## src/rtl/nrmb_pkg.sv

```systemverilog
// Shared types and constants for the nucleotide rate matrix builder.
// Used by every module under rtl/ except nrmb_checker; depends on nothing.
package nrmb_pkg;

  localparam int RATE_W  = 24;    // Q8.16 exchange rate
  localparam int FREQ_W  = 16;    // Q0.16 base frequency
  localparam int OFF_W   = 40;    // rate * freq, Q8.32
  localparam int E_W     = 42;    // row sum, Q10.32
  localparam int TP_W    = 58;    // row sum * freq
  localparam int TOT_W   = 60;    // frequency-weighted total, Q12.48
  localparam int NORM_W  = 64;
  localparam int M_W     = 32;    // normalised mantissa
  localparam int Q_W     = 33;    // floor(2^63 / m) needs 33 bits
  localparam int DIV_STEPS = 4;   // quotient bits per cycle
  localparam int DIV_ITERS = 9;   // 36 quotient bits, top three always zero
  localparam int QI_W    = DIV_STEPS * DIV_ITERS;
  localparam int DCNT_W  = 4;
  localparam int N_W     = 6;     // bit length of the total, 1..60
  localparam int HALF_W  = 21;    // split of a 42-bit entry for the multiplier
  localparam int PP_W    = HALF_W + Q_W;
  localparam int PROD_W  = E_W + Q_W;
  localparam int FULL_W  = PROD_W + 9;
  localparam int VAL_W   = 32;
  localparam int NENT    = 16;
  localparam int QDEPTH  = 2;

  localparam logic [RATE_W-1:0] ONE_Q16   = 24'h010000;
  localparam logic [Q_W-1:0]    DIV_REM0  = 33'h008000000;  // 2^63 >> 36
  localparam logic [VAL_W-1:0]  POS_LIMIT = 32'h7FFFFFFF;
  localparam logic [VAL_W-1:0]  NEG_LIMIT = 32'h80000000;

  typedef struct packed {
    logic [RATE_W-1:0] rate_ac;
    logic [RATE_W-1:0] rate_ag;
    logic [RATE_W-1:0] rate_at;
    logic [RATE_W-1:0] rate_cg;
    logic [RATE_W-1:0] rate_ct;
    logic [RATE_W-1:0] rate_gt;
    logic [FREQ_W-1:0] freq_a;
    logic [FREQ_W-1:0] freq_c;
    logic [FREQ_W-1:0] freq_g;
    logic [FREQ_W-1:0] freq_t;
  } in_item_t;

  // one matrix in flight: raw entries, reciprocal and shift
  typedef struct packed {
    logic [NENT-1:0][E_W-1:0] e;
    logic [Q_W-1:0]           recip;
    logic [N_W-1:0]           n;
    logic                     degen;
  } q_entry_t;

  typedef struct packed {
    logic           start;
    logic [M_W-1:0] m;
  } div_req_t;

  typedef struct packed {
    logic           done;
    logic [Q_W-1:0] q;
  } div_rsp_t;

  typedef struct packed {
    logic full;
    logic not_empty;
  } q_stat_t;

  typedef enum logic [3:0] {
    F_IDLE,
    F_MUL,
    F_SUM,
    F_TMUL,
    F_TOT,
    F_NORM,
    F_DIVGO,
    F_DIV,
    F_PUSH
  } front_state_t;

endpackage

```

## src/rtl/nrmb_queue.sv

```systemverilog
// Two-deep queue of finished matrices between front and back end.
// Depends on nrmb_pkg.
module nrmb_queue (
  input  logic               clk,
  input  logic               rst_n,
  input  logic               push,
  input  nrmb_pkg::q_entry_t wdata,
  input  logic               pop,
  output nrmb_pkg::q_entry_t rdata,
  output nrmb_pkg::q_stat_t  stat
);

  nrmb_pkg::q_entry_t mem_r [nrmb_pkg::QDEPTH];
  logic       wr_ptr_r, rd_ptr_r;
  logic [1:0] cnt_r;

  always_ff @(posedge clk) begin
    if (!rst_n) begin
      wr_ptr_r <= 1'b0;
      rd_ptr_r <= 1'b0;
      cnt_r    <= '0;
    end else begin
      if (push) wr_ptr_r <= ~wr_ptr_r;
      if (pop)  rd_ptr_r <= ~rd_ptr_r;
      cnt_r <= cnt_r + {1'b0, push} - {1'b0, pop};
    end
  end

  always_ff @(posedge clk) begin
    if (push) mem_r[wr_ptr_r] <= wdata;
  end

  assign rdata          = mem_r[rd_ptr_r];
  assign stat.full      = (cnt_r == 2'(nrmb_pkg::QDEPTH));
  assign stat.not_empty = (cnt_r != '0);

endmodule

```

## config.mk

```make
export PLATFORM = sky130hd
export DESIGN_NAME = nrmb_queue
export DESIGN_NICKNAME = d
export VERILOG_FILES = /design/src/rtl/nrmb_pkg.sv /design/src/rtl/nrmb_queue.sv
export SDC_FILE = /design/constraint.sdc
export NUM_CORES = 1
export LEC_CHECK = 0
export ABC_AREA = 1
export ABC_CLOCK_PERIOD_IN_PS = 34600
export BUFFER_PORTS_ARGS = -buffer_cell sky130_fd_sc_hd__buf_2
export CORE_AREA = 2 2 558 560
export CTS_BUF_LIST = sky130_fd_sc_hd__clkbuf_4 sky130_fd_sc_hd__clkbuf_8
export DETAILED_ROUTE_END_ITERATION = 8
export DIE_AREA = 0 0 560 562
export GPL_ROUTABILITY_DRIVEN = 0
export PLACE_DENSITY = 0.45
export SLEW_MARGIN = 20
export SYNTH_ARGS = -nofsm -noshare
export SYNTH_HDL_FRONTEND = slang
export SYNTH_SLANG_ARGS = --single-unit
```

## constraint.sdc

```tcl
create_clock -name clk -period 34.6 [get_ports clk]
set_input_delay 3.46 -clock clk [delete_from_list [all_inputs] [get_ports clk]]
set_output_delay 3.46 -clock clk [all_outputs]
set_load 0.005 [all_outputs]
```

Word-level counts from Yosys, hierarchy flattened. Memories as Yosys holds them, arrays and structs flattened. A register that Yosys moved wholly into a read port is not among the register bits. Index checks and enable logic that the tools add are counted.

$add $sub $neg: 2. Eq/ne operators: 1. Muxes and demuxes: 4. Bitwise operators: 2. Reductions and logical operators: 1.

Operator list (number): 1-bit two-way mux (4); 2-bit by 1-bit adder with 2-bit output (1); 2-bit == test (second input constant) (1); 1-bit inverter (2); 2-bit nonzero test (1); 2-bit by 1-bit subtractor with 2-bit output (1).

Bits in registers: 4. Bits in writable memories: 1424. Input port bits: 716. Output and inout port bits: 714. Word-level logic and storage cells: 14. Memories kept: 1.

Memories: mem_r (depth 2, bits a word 712, rd ports 1, clocked after memory_dff 1, write ports 1, line nrmb_queue.sv:13) `nrmb_pkg::q_entry_t mem_r [nrmb_pkg::QDEPTH];`.

Logic depth before layout (Yosys ltp).
Depth after elaboration: 3. Mapped depth: 9. Gate-level depth less buffers: 9.

Least setup slack after synthesis. OpenSTA, ideal clock, no wires.

Path type: input -> register. From: input push. To: memory mem_r[0][0] (netlist name), enable pin. Library setup time: 1.828 ns. Data arrival time: 33.216 ns. Data required time: 32.772 ns. Path slack: -0.444 ns. Cell stages on the path: 2. Path buffers: 0. Path through: inv_1 -> nor2_1.

Longest elaborated chain between the ends: 2.

RTL lines: start, declared (line nrmb_queue.sv:6) `input logic push,`; 1-bit two-way mux (line nrmb_queue.sv:30) `if (push) mem_r[wr_ptr_r] <= wdata;`; 1-bit two-way mux (not written as such) (line nrmb_queue.sv:30); end, declared (line nrmb_queue.sv:13).

Every way passes these cells.

==> flow_summary.ini <==
[sta]
slew-limit-headroom = 0.265
setup_viol = 0
period_share = 0.281
setup_tns_ns = 0
hold_viol_final = 0
max_slew.worst_pin.slew_ns = 1.10
slew_violations = 0
rsz0062_at_grt = false
finClkSkew_ns = 0.0885
setup_ws_ns = 24.86
fmax_mhz = 103
finalCriticalPeriod_ns = 9.74

[clocking]
cts-root-buf = clkbuf_8
h-tree-depth = 5
cts.clk_slew.worst_paths_ns = 0.05
cts_tree = built
ctsResizeCount = 0
insertion_delay_ns = 1.00
cts.sinks = 1429
cts_buffer_depth = 4
cts_buffers = 272
cts_setup_buffers = 0
ctsHoldBuffers = 0

[routing]
ant_nets = 0
drt_wl_total_um = 219000
drt_iter0_markers = 1877
post-route-drc-count = 0
wire_per_inst_um = 26.3
drt_first_pass_iters = 8
num_vias = 29400
via_per_inst = 3.54

[global_routing]
grt_max_degree = 120
overflow = 0
grt_use_total = 0.133
grt_pass1_wl_um = 283000
first_global_vias = 30700
antenna_found_initial = 257

[setup_path]
cpMaxStageDelayCell = buf_4
cp.arrival_ns = 6.28
end_kind = primary output
worstPathMaxFanout = 92
critPathKind = reg -> out
critPathBufInv = 6
startpoint_type = register
worstPathCellList = buf_4 > buf_12 > buf_4 > buf_4 > buf_4 > mux2_2 > buf_2
cp_top_family = buffers and inverters
critPathMaxStageDelay_ns = 0.88
crit_top_cell = buf_4
required_ns = 31.14

[place]
place_area_mm2 = 0.0662
dp_slack_ns = 25.83
portBuffers = 1429
dp.final_hpwl_um = 172000

[run]
cap_violations = 0

[yosys]
syn_inst = 2248
yosysTopAreaCellShare = 0.776
synthArstFlopShare = 0
syn_avg_cell_area_um2 = 24.5
synth_ff_type = edfxtp_1
synth_edf_count = 1424
synth.net_count = 2966
yosys.area.top_type = edfxtp_1
synth_most_common_cell = edfxtp_1
synth_seq_area_share = 0.778
synth.top_cells.by_count = 1424 x edfxtp_1, 680 x mux2_4, 75 x buf_12, 32 x mux2_2, 9 x nand2_1
ys_warn_count = 0
ys_top_cells_by_area = edfxtp_1 78%, mux2_4 19%, buf_12 2.7%, mux2_2 0.65%, dfxtp_1 0.18%
netlist_area_mm2 = 0.0551
synth.distinct_cells = 13
synth_seq_cells = 1429

[power_and_ir_drop]
ir_drop_uv = 31.4
p_leak_nw = 27.4
power.density_mw_per_mm2 = 57.7
swShare = 0.245
seqPwrFrac = 0.491
power_switching_mw = 1.02
power.total_mw = 4.14
pwr-share-clk = 0.407
pwr-share-comb = 0.101
intPower_mw = 3.12

[die]
ioPinCount = 1430
coreArea_mm2 = 0.308
rows = 204
initial_core_util = 0.179
die_width_um = 560
dieArea_mm2 = 0.315
die_h_um = 562

[layout]
final_area_mm2 = 0.0718
fin_nets = 4628
area_growth_pct = 30.3
drive_gt1_frac = 0.632

[run_status]
status = completed

[worst_hold_path]
hp-class = reg -> reg
[path summary, 6_finish.rpt]
path | slack (ns) | startpoint | end | depth (start not counted)
max | 24.86 | register | rdata[711] | 7
min | 0.51 | rd_ptr_r | rd_ptr_r | 2
max reg2reg | 29.99 | wr_ptr_r | mem_r[1][67] | 6
min reg2reg | 0.51 | rd_ptr_r | rd_ptr_r | 2
[placed cells by master (no fill, tap or decap), drive strengths merged]
cell,n
buf,1467
edfxtp,1424
mux2,712
clkbuf,352
clkinv,90
diode,76
inv,26
bufinv,10
nand2,9
nor2,8
dfxtp,5
ha,2
clkinvlp,2
a21oi,1
nand3,1
[per-layer routing]
| layer | global-route usage | part of all wire |
|---|---|---|
| met1 | 0.132 | 0.34 |
| met2 | 0.231 | 0.49 |
| met3 | 0.0804 | 0.14 |
| met4 | 0.0409 | 0.037 |
| met5 | 0 | 0.0035 |
[sequential cells by signal, summed over array words and instances, names as in the netlist, named ones only]
register  flops
cnt_r         2
mem_r      1424
rd_ptr_r      1
wr_ptr_r      1
[cells by family after synthesis]
family          count (synthesis)  synth area share
fa+ha+maj                       2          0.000454
flops                        1429             0.778
simple gates                   18           0.00125
mux                           712             0.192
compound gates                  1         0.0000908
buf+inv                        86            0.0283
[through the flow]
stage / hold slack, ns / util / instances
final: 0.508 / 0.233 / 8305
after global routing: 0.537 / 0.232 / 8254
after CTS: 0.507 / 0.232 / 8229
after detailed placement: 0.495 / 0.215 / 7756
after global placement: 0.478 / 0.215 / 7756
after floorplan: 0.463 / - / 2248
[power by group through the flow]
stage | Sequential, mW | Combinational, mW | Clock [mW]
after floorplan | 2.12 | 0.230 | 0
after global routing | 2.04 | 0.450 | 1.83
after detailed placement | 2.07 | 0.433 | 0
final | 2.03 | 0.420 | 1.69
after global placement | 2.07 | 0.430 | 0
after CTS | 2.03 | 0.435 | 1.76
[worst min-delay path: stages, from the launching register on]
cell     delay, ns
dfxtp_1       0.33
nor2_1        0.06
nor2_1        0.08
[final cells by class]
cell class                      instances  area (µm²)
Inverter                                7        33.8
Multi-Input combinational cell        733       10700
Tap cell                             4120        5150
Clock inverter                        121        1050
Clock buffer                          352        4360
Antenna cell                           76         190
Timing Repair Buffer                 1467        7470
Sequential cell                      1429       42900
Fill cell                           32400      237000
No activity file was read; power rests on OpenSTA's default activity.
