==> src/rtl/nrmb_pkg.sv <==
// Shared types and constants for the nucleotide rate matrix builder.
// Used by every module under rtl/ except nrmb_checker; depends on nothing.
package nrmb_pkg;

  localparam int RATE_W  = 24;    // Q8.16 exchange rate
  localparam int FREQ_W  = 16;    // Q0.16 base frequency
  localparam int OFF_W   = 40;    // rate * freq, Q8.32
  localparam int E_W     = 42;    // row sum, Q10.32
  localparam int TP_W    = 58;    // row sum * freq
  localparam int TOT_W   = 60;    // frequency-weighted total, Q12.48
  localparam int NORM_W  = 64;
  localparam int M_W     = 32;    // normalised mantissa
  localparam int Q_W     = 33;    // floor(2^63 / m) needs 33 bits
  localparam int DIV_STEPS = 4;   // quotient bits per cycle
  localparam int DIV_ITERS = 9;   // 36 quotient bits, top three always zero
  localparam int QI_W    = DIV_STEPS * DIV_ITERS;
  localparam int DCNT_W  = 4;
  localparam int N_W     = 6;     // bit length of the total, 1..60
  localparam int HALF_W  = 21;    // split of a 42-bit entry for the multiplier
  localparam int PP_W    = HALF_W + Q_W;
  localparam int PROD_W  = E_W + Q_W;
  localparam int FULL_W  = PROD_W + 9;
  localparam int VAL_W   = 32;
  localparam int NENT    = 16;
  localparam int QDEPTH  = 2;

  localparam logic [RATE_W-1:0] ONE_Q16   = 24'h010000;
  localparam logic [Q_W-1:0]    DIV_REM0  = 33'h008000000;  // 2^63 >> 36
  localparam logic [VAL_W-1:0]  POS_LIMIT = 32'h7FFFFFFF;
  localparam logic [VAL_W-1:0]  NEG_LIMIT = 32'h80000000;

  typedef struct packed {
    logic [RATE_W-1:0] rate_ac;
    logic [RATE_W-1:0] rate_ag;
    logic [RATE_W-1:0] rate_at;
    logic [RATE_W-1:0] rate_cg;
    logic [RATE_W-1:0] rate_ct;
    logic [RATE_W-1:0] rate_gt;
    logic [FREQ_W-1:0] freq_a;
    logic [FREQ_W-1:0] freq_c;
    logic [FREQ_W-1:0] freq_g;
    logic [FREQ_W-1:0] freq_t;
  } in_item_t;

  // one matrix in flight: raw entries, reciprocal and shift
  typedef struct packed {
    logic [NENT-1:0][E_W-1:0] e;
    logic [Q_W-1:0]           recip;
    logic [N_W-1:0]           n;
    logic                     degen;
  } q_entry_t;

  typedef struct packed {
    logic           start;
    logic [M_W-1:0] m;
  } div_req_t;

  typedef struct packed {
    logic           done;
    logic [Q_W-1:0] q;
  } div_rsp_t;

  typedef struct packed {
    logic full;
    logic not_empty;
  } q_stat_t;

  typedef enum logic [3:0] {
    F_IDLE,
    F_MUL,
    F_SUM,
    F_TMUL,
    F_TOT,
    F_NORM,
    F_DIVGO,
    F_DIV,
    F_PUSH
  } front_state_t;

endpackage

==> src/rtl/nrmb_back.sv <==
// Back end: scales the 16 queue-head entries, one a cycle unless stalled,
// and saturates them into the output register. Depends on nrmb_pkg.
module nrmb_back (
  input  logic                     clk,
  input  logic                     rst_n,
  input  nrmb_pkg::q_entry_t       hd,
  input  nrmb_pkg::q_stat_t        q_stat,
  output logic                     q_pop,
  output logic                     out_valid,
  input  logic                     out_stall,
  output logic [1:0]               out_row_index,
  output logic [1:0]               out_col_index,
  output logic signed [nrmb_pkg::VAL_W-1:0] out_entry_value,
  output logic                     out_last_entry,
  output logic                     out_degenerate
);

  function automatic logic [nrmb_pkg::PP_W-1:0] mul_h(
    input logic [nrmb_pkg::HALF_W-1:0] a,
    input logic [nrmb_pkg::Q_W-1:0]    b
  );
    logic [nrmb_pkg::PP_W-1:0] aa, bb;
    aa = {{(nrmb_pkg::PP_W-nrmb_pkg::HALF_W){1'b0}}, a};
    bb = {{(nrmb_pkg::PP_W-nrmb_pkg::Q_W){1'b0}}, b};
    return aa * bb;
  endfunction

  logic                          en, issue;
  logic [3:0]                    k_r;
  logic [nrmb_pkg::E_W-1:0]      sel;

  logic                          v1_r, v2_r, ov_r;
  logic [3:0]                    k1_r, k2_r;
  logic [nrmb_pkg::N_W-1:0]      n1_r, n2_r;
  logic                          dg1_r, dg2_r;
  logic [nrmb_pkg::PP_W-1:0]     pl1_r, ph1_r;
  logic [nrmb_pkg::PROD_W-1:0]   prod2_r;
  logic [nrmb_pkg::FULL_W-1:0]   sh;
  logic [nrmb_pkg::VAL_W-1:0]    val;

  // whole pipeline holds while the output word is stalled
  assign en    = !ov_r || !out_stall;
  assign issue = en && q_stat.not_empty;
  assign q_pop = issue && (k_r == 4'd15);
  assign sel   = hd.e[k_r];

  always_comb begin
    sh = {prod2_r, 9'b0} >> n2_r;
    if (dg2_r) begin
      val = '0;
    end else if (k2_r[3:2] == k2_r[1:0]) begin
      if (sh > {{(nrmb_pkg::FULL_W-nrmb_pkg::VAL_W){1'b0}}, nrmb_pkg::NEG_LIMIT})
        val = '0 - nrmb_pkg::NEG_LIMIT;
      else
        val = '0 - sh[nrmb_pkg::VAL_W-1:0];
    end else begin
      if (sh > {{(nrmb_pkg::FULL_W-nrmb_pkg::VAL_W){1'b0}}, nrmb_pkg::POS_LIMIT})
        val = nrmb_pkg::POS_LIMIT;
      else
        val = sh[nrmb_pkg::VAL_W-1:0];
    end
  end

  always_ff @(posedge clk) begin
    if (!rst_n) begin
      k_r  <= '0;
      v1_r <= 1'b0;
      v2_r <= 1'b0;
      ov_r <= 1'b0;
    end else if (en) begin
      if (issue) k_r <= k_r + 1'b1;
      v1_r <= issue;
      v2_r <= v1_r;
      ov_r <= v2_r;
    end
  end

  always_ff @(posedge clk) begin
    if (en) begin
      pl1_r   <= mul_h(sel[nrmb_pkg::HALF_W-1:0], hd.recip);
      ph1_r   <= mul_h(sel[nrmb_pkg::E_W-1:nrmb_pkg::HALF_W], hd.recip);
      k1_r    <= k_r;
      n1_r    <= hd.n;
      dg1_r   <= hd.degen;
      prod2_r <= {ph1_r, {nrmb_pkg::HALF_W{1'b0}}}
               + {{(nrmb_pkg::PROD_W-nrmb_pkg::PP_W){1'b0}}, pl1_r};
      k2_r    <= k1_r;
      n2_r    <= n1_r;
      dg2_r   <= dg1_r;
      out_row_index   <= k2_r[3:2];
      out_col_index   <= k2_r[1:0];
      out_entry_value <= val;
      out_last_entry  <= (k2_r == 4'd15);
      out_degenerate  <= dg2_r;
    end
  end

  assign out_valid = ov_r;

endmodule

==> config.mk <==
export PLATFORM = sky130hd
export DESIGN_NAME = nrmb_back
export DESIGN_NICKNAME = d
export VERILOG_FILES = /design/src/rtl/nrmb_pkg.sv /design/src/rtl/nrmb_back.sv
export SDC_FILE = /design/constraint.sdc
export NUM_CORES = 2
export LEC_CHECK = 0
export BUFFER_PORTS_ARGS = -buffer_cell sky130_fd_sc_hd__buf_2
export CELL_PAD_IN_SITES_DETAIL_PLACEMENT = 0
export CELL_PAD_IN_SITES_GLOBAL_PLACEMENT = 1
export CORE_MARGIN = 2
export CORE_UTILIZATION = 49
export CTS_CLUSTER_SIZE = 20
export DETAILED_ROUTE_END_ITERATION = 16
export GPL_TIMING_DRIVEN = 1
export PLACE_DENSITY = 0.89
export SYNTH_ARGS = -nofsm -noshare
export SYNTH_HDL_FRONTEND = slang
export SYNTH_SLANG_ARGS = --single-unit
==> constraint.sdc <==
create_clock -name clk -period 12.9 [get_ports clk]
set_clock_uncertainty 0.2 [all_clocks]
set_input_delay 1.935 -clock clk [delete_from_list [all_inputs] [get_ports clk]]
set_output_delay 1.935 -clock clk [all_outputs]
set_load 0.05 [all_outputs]
## Yosys cells after proc, flatten, opt, wreduce, memory -nomap -nowiden

Cells that the tools add are included.

- Add/subtract/negate cells: 3
- Multiply operators: 2
- Div/mod/pow operators: 0
- Order comparisons: 3
- Equality and inequality tests: 3
- Shift operators: 1
- Mux-type cells: 5
- Bitwise gates (word level): 0
- Reduce and logical (&&, ||, !) cells: 6

Operator list:

| kind | number |
|---|---|
| $bmux 42 s4 | 1 |
| $mul 21x33->54 | 2 |
| $mux 32 | 3 |
| $gt 84x31->1 const B | 1 |
| $gt 84x32->1 const B | 1 |
| $shr 84x6->84 | 1 |
| $add 75x54->75 | 1 |
| $mux 42 | 1 |
| $sub 1x32->32 const A | 1 |
| $eq 4x4->1 const B | 2 |
| $lt 4x5->1 const B | 1 |
| $add 4x1->4 const B | 1 |
| $eq 2x2->1 | 1 |
| $logic_and 1x1->1 | 2 |
| $logic_not 1->1 | 2 |
| $reduce_and 2->1 | 1 |
| $logic_or 1x1->1 | 1 |

- Register bits: 250
- Bits in latches: 0
- Bits in writable memories: 0
- Memory bits (read-only): 0
- Bits of input ports: 717
- Output and inout bits: 40
- Logic and storage cells: 41
- Memories: 0

## Logic depth before layout (Yosys ltp)

- Word-level depth: 4
- Mapped depth: 32
- Gate-level depth less buffers: 29

## Worst setup path after synthesis

OpenSTA, ideal clock, no wires.

- Kind: input-to-output
- Start: input port out_stall
- End: output port q_pop
- Arrival time: 8318 ps
- Required time: 10765 ps
- Setup slack: 2447 ps
- Stages on the path: 4
- Path buffers: 1
- Cells stage by stage: nand2_1 and2_1 clkbuf_1 and4_1

- Cells in the longest elaborated chain, start to end: 4

Ends and longest elaborated chain:

| item | line | text |
|---|---|---|
| start, declared | nrmb_back.sv:10 | `input logic out_stall,` |
| $logic_not 1->1 | nrmb_back.sv:42 | `assign en = !ov_r \|\| !out_stall;` |
| $logic_or 1x1->1 | nrmb_back.sv:42 |  |
| $logic_and 1x1->1 | nrmb_back.sv:43 | `assign issue = en && q_stat.not_empty;` |
| $logic_and 1x1->1 | nrmb_back.sv:44 | `assign q_pop = issue && (k_r == 4'd15);` |
| end, declared | nrmb_back.sv:8 | `output logic q_pop,` |

Every way passes these cells.

## Final worst setup path

- Start: input port hd[579] in the netlist's numbering
- End: register ph1_r[53] in the netlist's numbering (data pin)

- Cells in the longest elaborated chain, start to end: 3

Ends and longest elaborated chain:

| item | line | text |
|---|---|---|
| start, declared | nrmb_back.sv:6 | `input nrmb_pkg::q_entry_t hd,` |
| $bmux 42 s4 | nrmb_back.sv:45 | `assign sel = hd.e[k_r];` |
| $mux 42 (not written as such) | nrmb_back.sv:45 |  |
| $mul 21x33->54 | nrmb_back.sv:25 | `return aa * bb;` |
| end signal, assigned | nrmb_back.sv:81 | `ph1_r <= mul_h(sel[nrmb_pkg::E_W-1:nrmb_pkg::HALF_W], hd.recip);` |
| end, declared | nrmb_back.sv:36 | `logic [nrmb_pkg::PP_W-1:0] pl1_r, ph1_r;` |

Every way passes these cells. The select of a mux whose other input is x is not followed.
A chain may end at the register's enable or synchronous reset.

==> run summary <==
Fmax: 86.9 MHz
Vias in the first global route: 57500
Worst endpoint data arrival time: 11.61 ns
Final Hold Vio Count: 0
Outcome: finished, final reports clean
Hold wc startpoint: pl1_r[1]
Final min period: 11.51 ns
CTS Sinks: 250
WS Path Type: input pin to flip-flop
R2r worst-path depth: 27
Worst Tran Pin Value: 1.30 ns
Routed WL: 265 mm
Post-synthesis compound-gate area fraction: 0.0724
Most used DFF post-synth: edfxtp_1
Initial antenna violation count: 80
Total track usage: 0.375
Starting Density: 0.494
Synth top area share: 0.346
Area growth syn-to-layout: 9.03%
Die Y: 376 um
Post-Syn Area: 67900 sq um
CTS max path bufs: 3
Min Hold Slack: 0.213 ns
Post-synthesis xor/xnor area fraction: 0.0187
Crit share post-route: 0.892
Ports: 757
Post-synthesis mux area share: 0.134
Largest net degree at the start of global routing: 165
Dpl hpwl: 216 mm
First-pass GRT wire length: 385 mm
CTS Buf Count: 25
TritonRoute pass-1 iters: 6
Setup bufs post-CTS: 0
# rows: 136
Yosys top cell by area: fa_1
Synth Register Bits: 250
Final Wtd Congestion: 1.06
Post-Synth Simple-Gate Area: 0.153
Final ANT Viol Nets: 0
Clk slew on worst S/H paths: 0.07 ns
Hold path cells: 0
Nets@finish: 9623
TritonCTS clock tree: yes
H-Tree Depth: 1
CP Capture Type: flip-flop
Synth top cells by count: inv_1, fa_1, nand2_1
CP max FO: 20
Clk Latency, worst-skew pair: 0.58 ns
Hold EP: prod2_r[1]
Count leader, synth: inv_1
Critical Path Start Type: input pin
Post_cts resized: 0
Rel. slew slack: 0.129
Main combinational cell family by area after synthesis: adder cells
Largest cells by area after synthesis: fa_1, edfxtp_1, mux4_2
Core area: 137000 sq um
Share of layout cells above drive strength 1: 0.180
Mapped Cells: 6928
Cts hold-fix bufs: 0
Per-cell routed wire length: 28.5 um
Drt initial violations: 5729
Syn_area_per_cell: 9.80 sq um
Fin. max-slew vios: 0
Max Cap Violations: 0
FILL cells: 12200
Die Area: 142000 sq um
Root buffer cell: clkbuf_16
Ys Warns: 0
Most used cell, CP: fa_1
Gr ovfl total: 0
Port-buffer cells: 755
Async S/R FF share, synth: 0
Synth Area in Adders: 0.413
Sequential fraction of the synthesis area: 0.110
TNS Setup: 0 ns
RR Endpoint: ph1_r[53]
Via count: 56500
Syn nets: 9181
# setup viols final: 0
Vias/cell: 6.06
RSZ-0062 raised after global routing: no
Worst EP required: 13.01 ns
Post-synth cell types: 95
Min-delay worst type: flip-flop to flip-flop
CP max stage delay: 1.17 ns
Die Wd: 376 um
DRC: 0
Worst r2r src: k_r[0]
CP max stage cell: a2111oi_1
Post-synth EDFFs: 243
R2r setup slk: 1.67 ns
-- per-layer routing --
metal | vias up | GRT usage | part of all wire
li1 | 23400 | - | -
met1 | 28600 | 0.450 | 0.35
met2 | 3666 | 0.559 | 0.43
met3 | 765 | 0.105 | 0.11
met4 | 42 | 0.320 | 0.11
met5 | - | 0 | 0.00099
-- metrics by stage --
step / setup WS, ns / cell area (sq um) / utilization / instances
after floorplan: 2.45 / 67900 / - / 6928
after global placement: 1.30 / 72900 / 0.530 / 9137
after detailed placement: 1.23 / 72900 / 0.530 / 9137
after CTS: 1.80 / 73700 / 0.536 / 9182
after global routing: 1.12 / 73900 / 0.538 / 9268
final: 1.39 / 74000 / 0.539 / 9311
-- worst max-delay path, delay by kind of cell --
family                     cells  cell delay [ns]
xor gates and xnor gates       1             0.12
AOI/OAI and AO/OA              9             2.98
buffers and inverters          5             0.85
muxes                          2             1.52
and+or+nand+nor                2             0.22
adders and majority gates      8             3.91
-- layout make-up --
class	count	area (sq um)	area share
well taps	1794	2240	0.0303
multi-input cells	4930	53700	0.726
flip-flops and latches	250	7450	0.101
inverters	1312	4920	0.0665
clock inverters	15	151	0.00204
repair buffers	851	4550	0.0614
diodes	129	323	0.00436
clock buffers	30	654	0.00884
-- cells by family (layout without fill, tap and decap cells) --
family	after synthesis	in the layout
other cells	0	129
simple gates	2057	2057
fa+ha+maj	1536	1536
flops	250	250
xor+xnor	145	145
compound gates	717	717
buf+inv	1748	2208
mux	475	475
-- cell usage in the layout, fill, tap and decap left out, types with 40 or more instances in the layout --
cell / count
buf_2: 755
fa_1: 1173
xnor2_1: 104
edfxtp_1: 243
mux4_2: 312
ha_1: 363
a21o_1: 78
buf_4: 92
a211oi_1: 40
a21oi_1: 150
inv_1: 1308
nand2_1: 793
mux2i_1: 70
o21ai_0: 133
xor2_1: 41
diode_2: 129
and2_1: 766
nor3_1: 71
nor2_1: 172
nand3_1: 49
mux2_2: 71
-- worst max-delay path by stage --
stage / startpoint / end / cells past startpoint
after floorplan: out_stall / q_pop / 4
after global placement: hd[674] / pl1_r[50] / 26
after detailed placement: hd[578] / ph1_r[53] / 27
after CTS: hd[578] / ph1_r[53] / 27
after global routing: hd[579] / ph1_r[53] / 27
final: hd[579] / ph1_r[53] / 27
-- sequential cells by signal, indices dropped and copies added, names as in the netlist, 2 cells and up --
| signal | cells |
|---|---|
| n2_r | 6 |
| k2_r | 4 |
| out_col_index | 2 |
| k_r | 4 |
| n1_r | 6 |
| out_entry_value | 32 |
| prod2_r | 75 |
| k1_r | 4 |
| out_row_index | 2 |
| ph1_r | 54 |
| pl1_r | 54 |
Power is not shown: default switching activity piles up to over one toggle a cycle in this logic, so the estimate is an artifact.
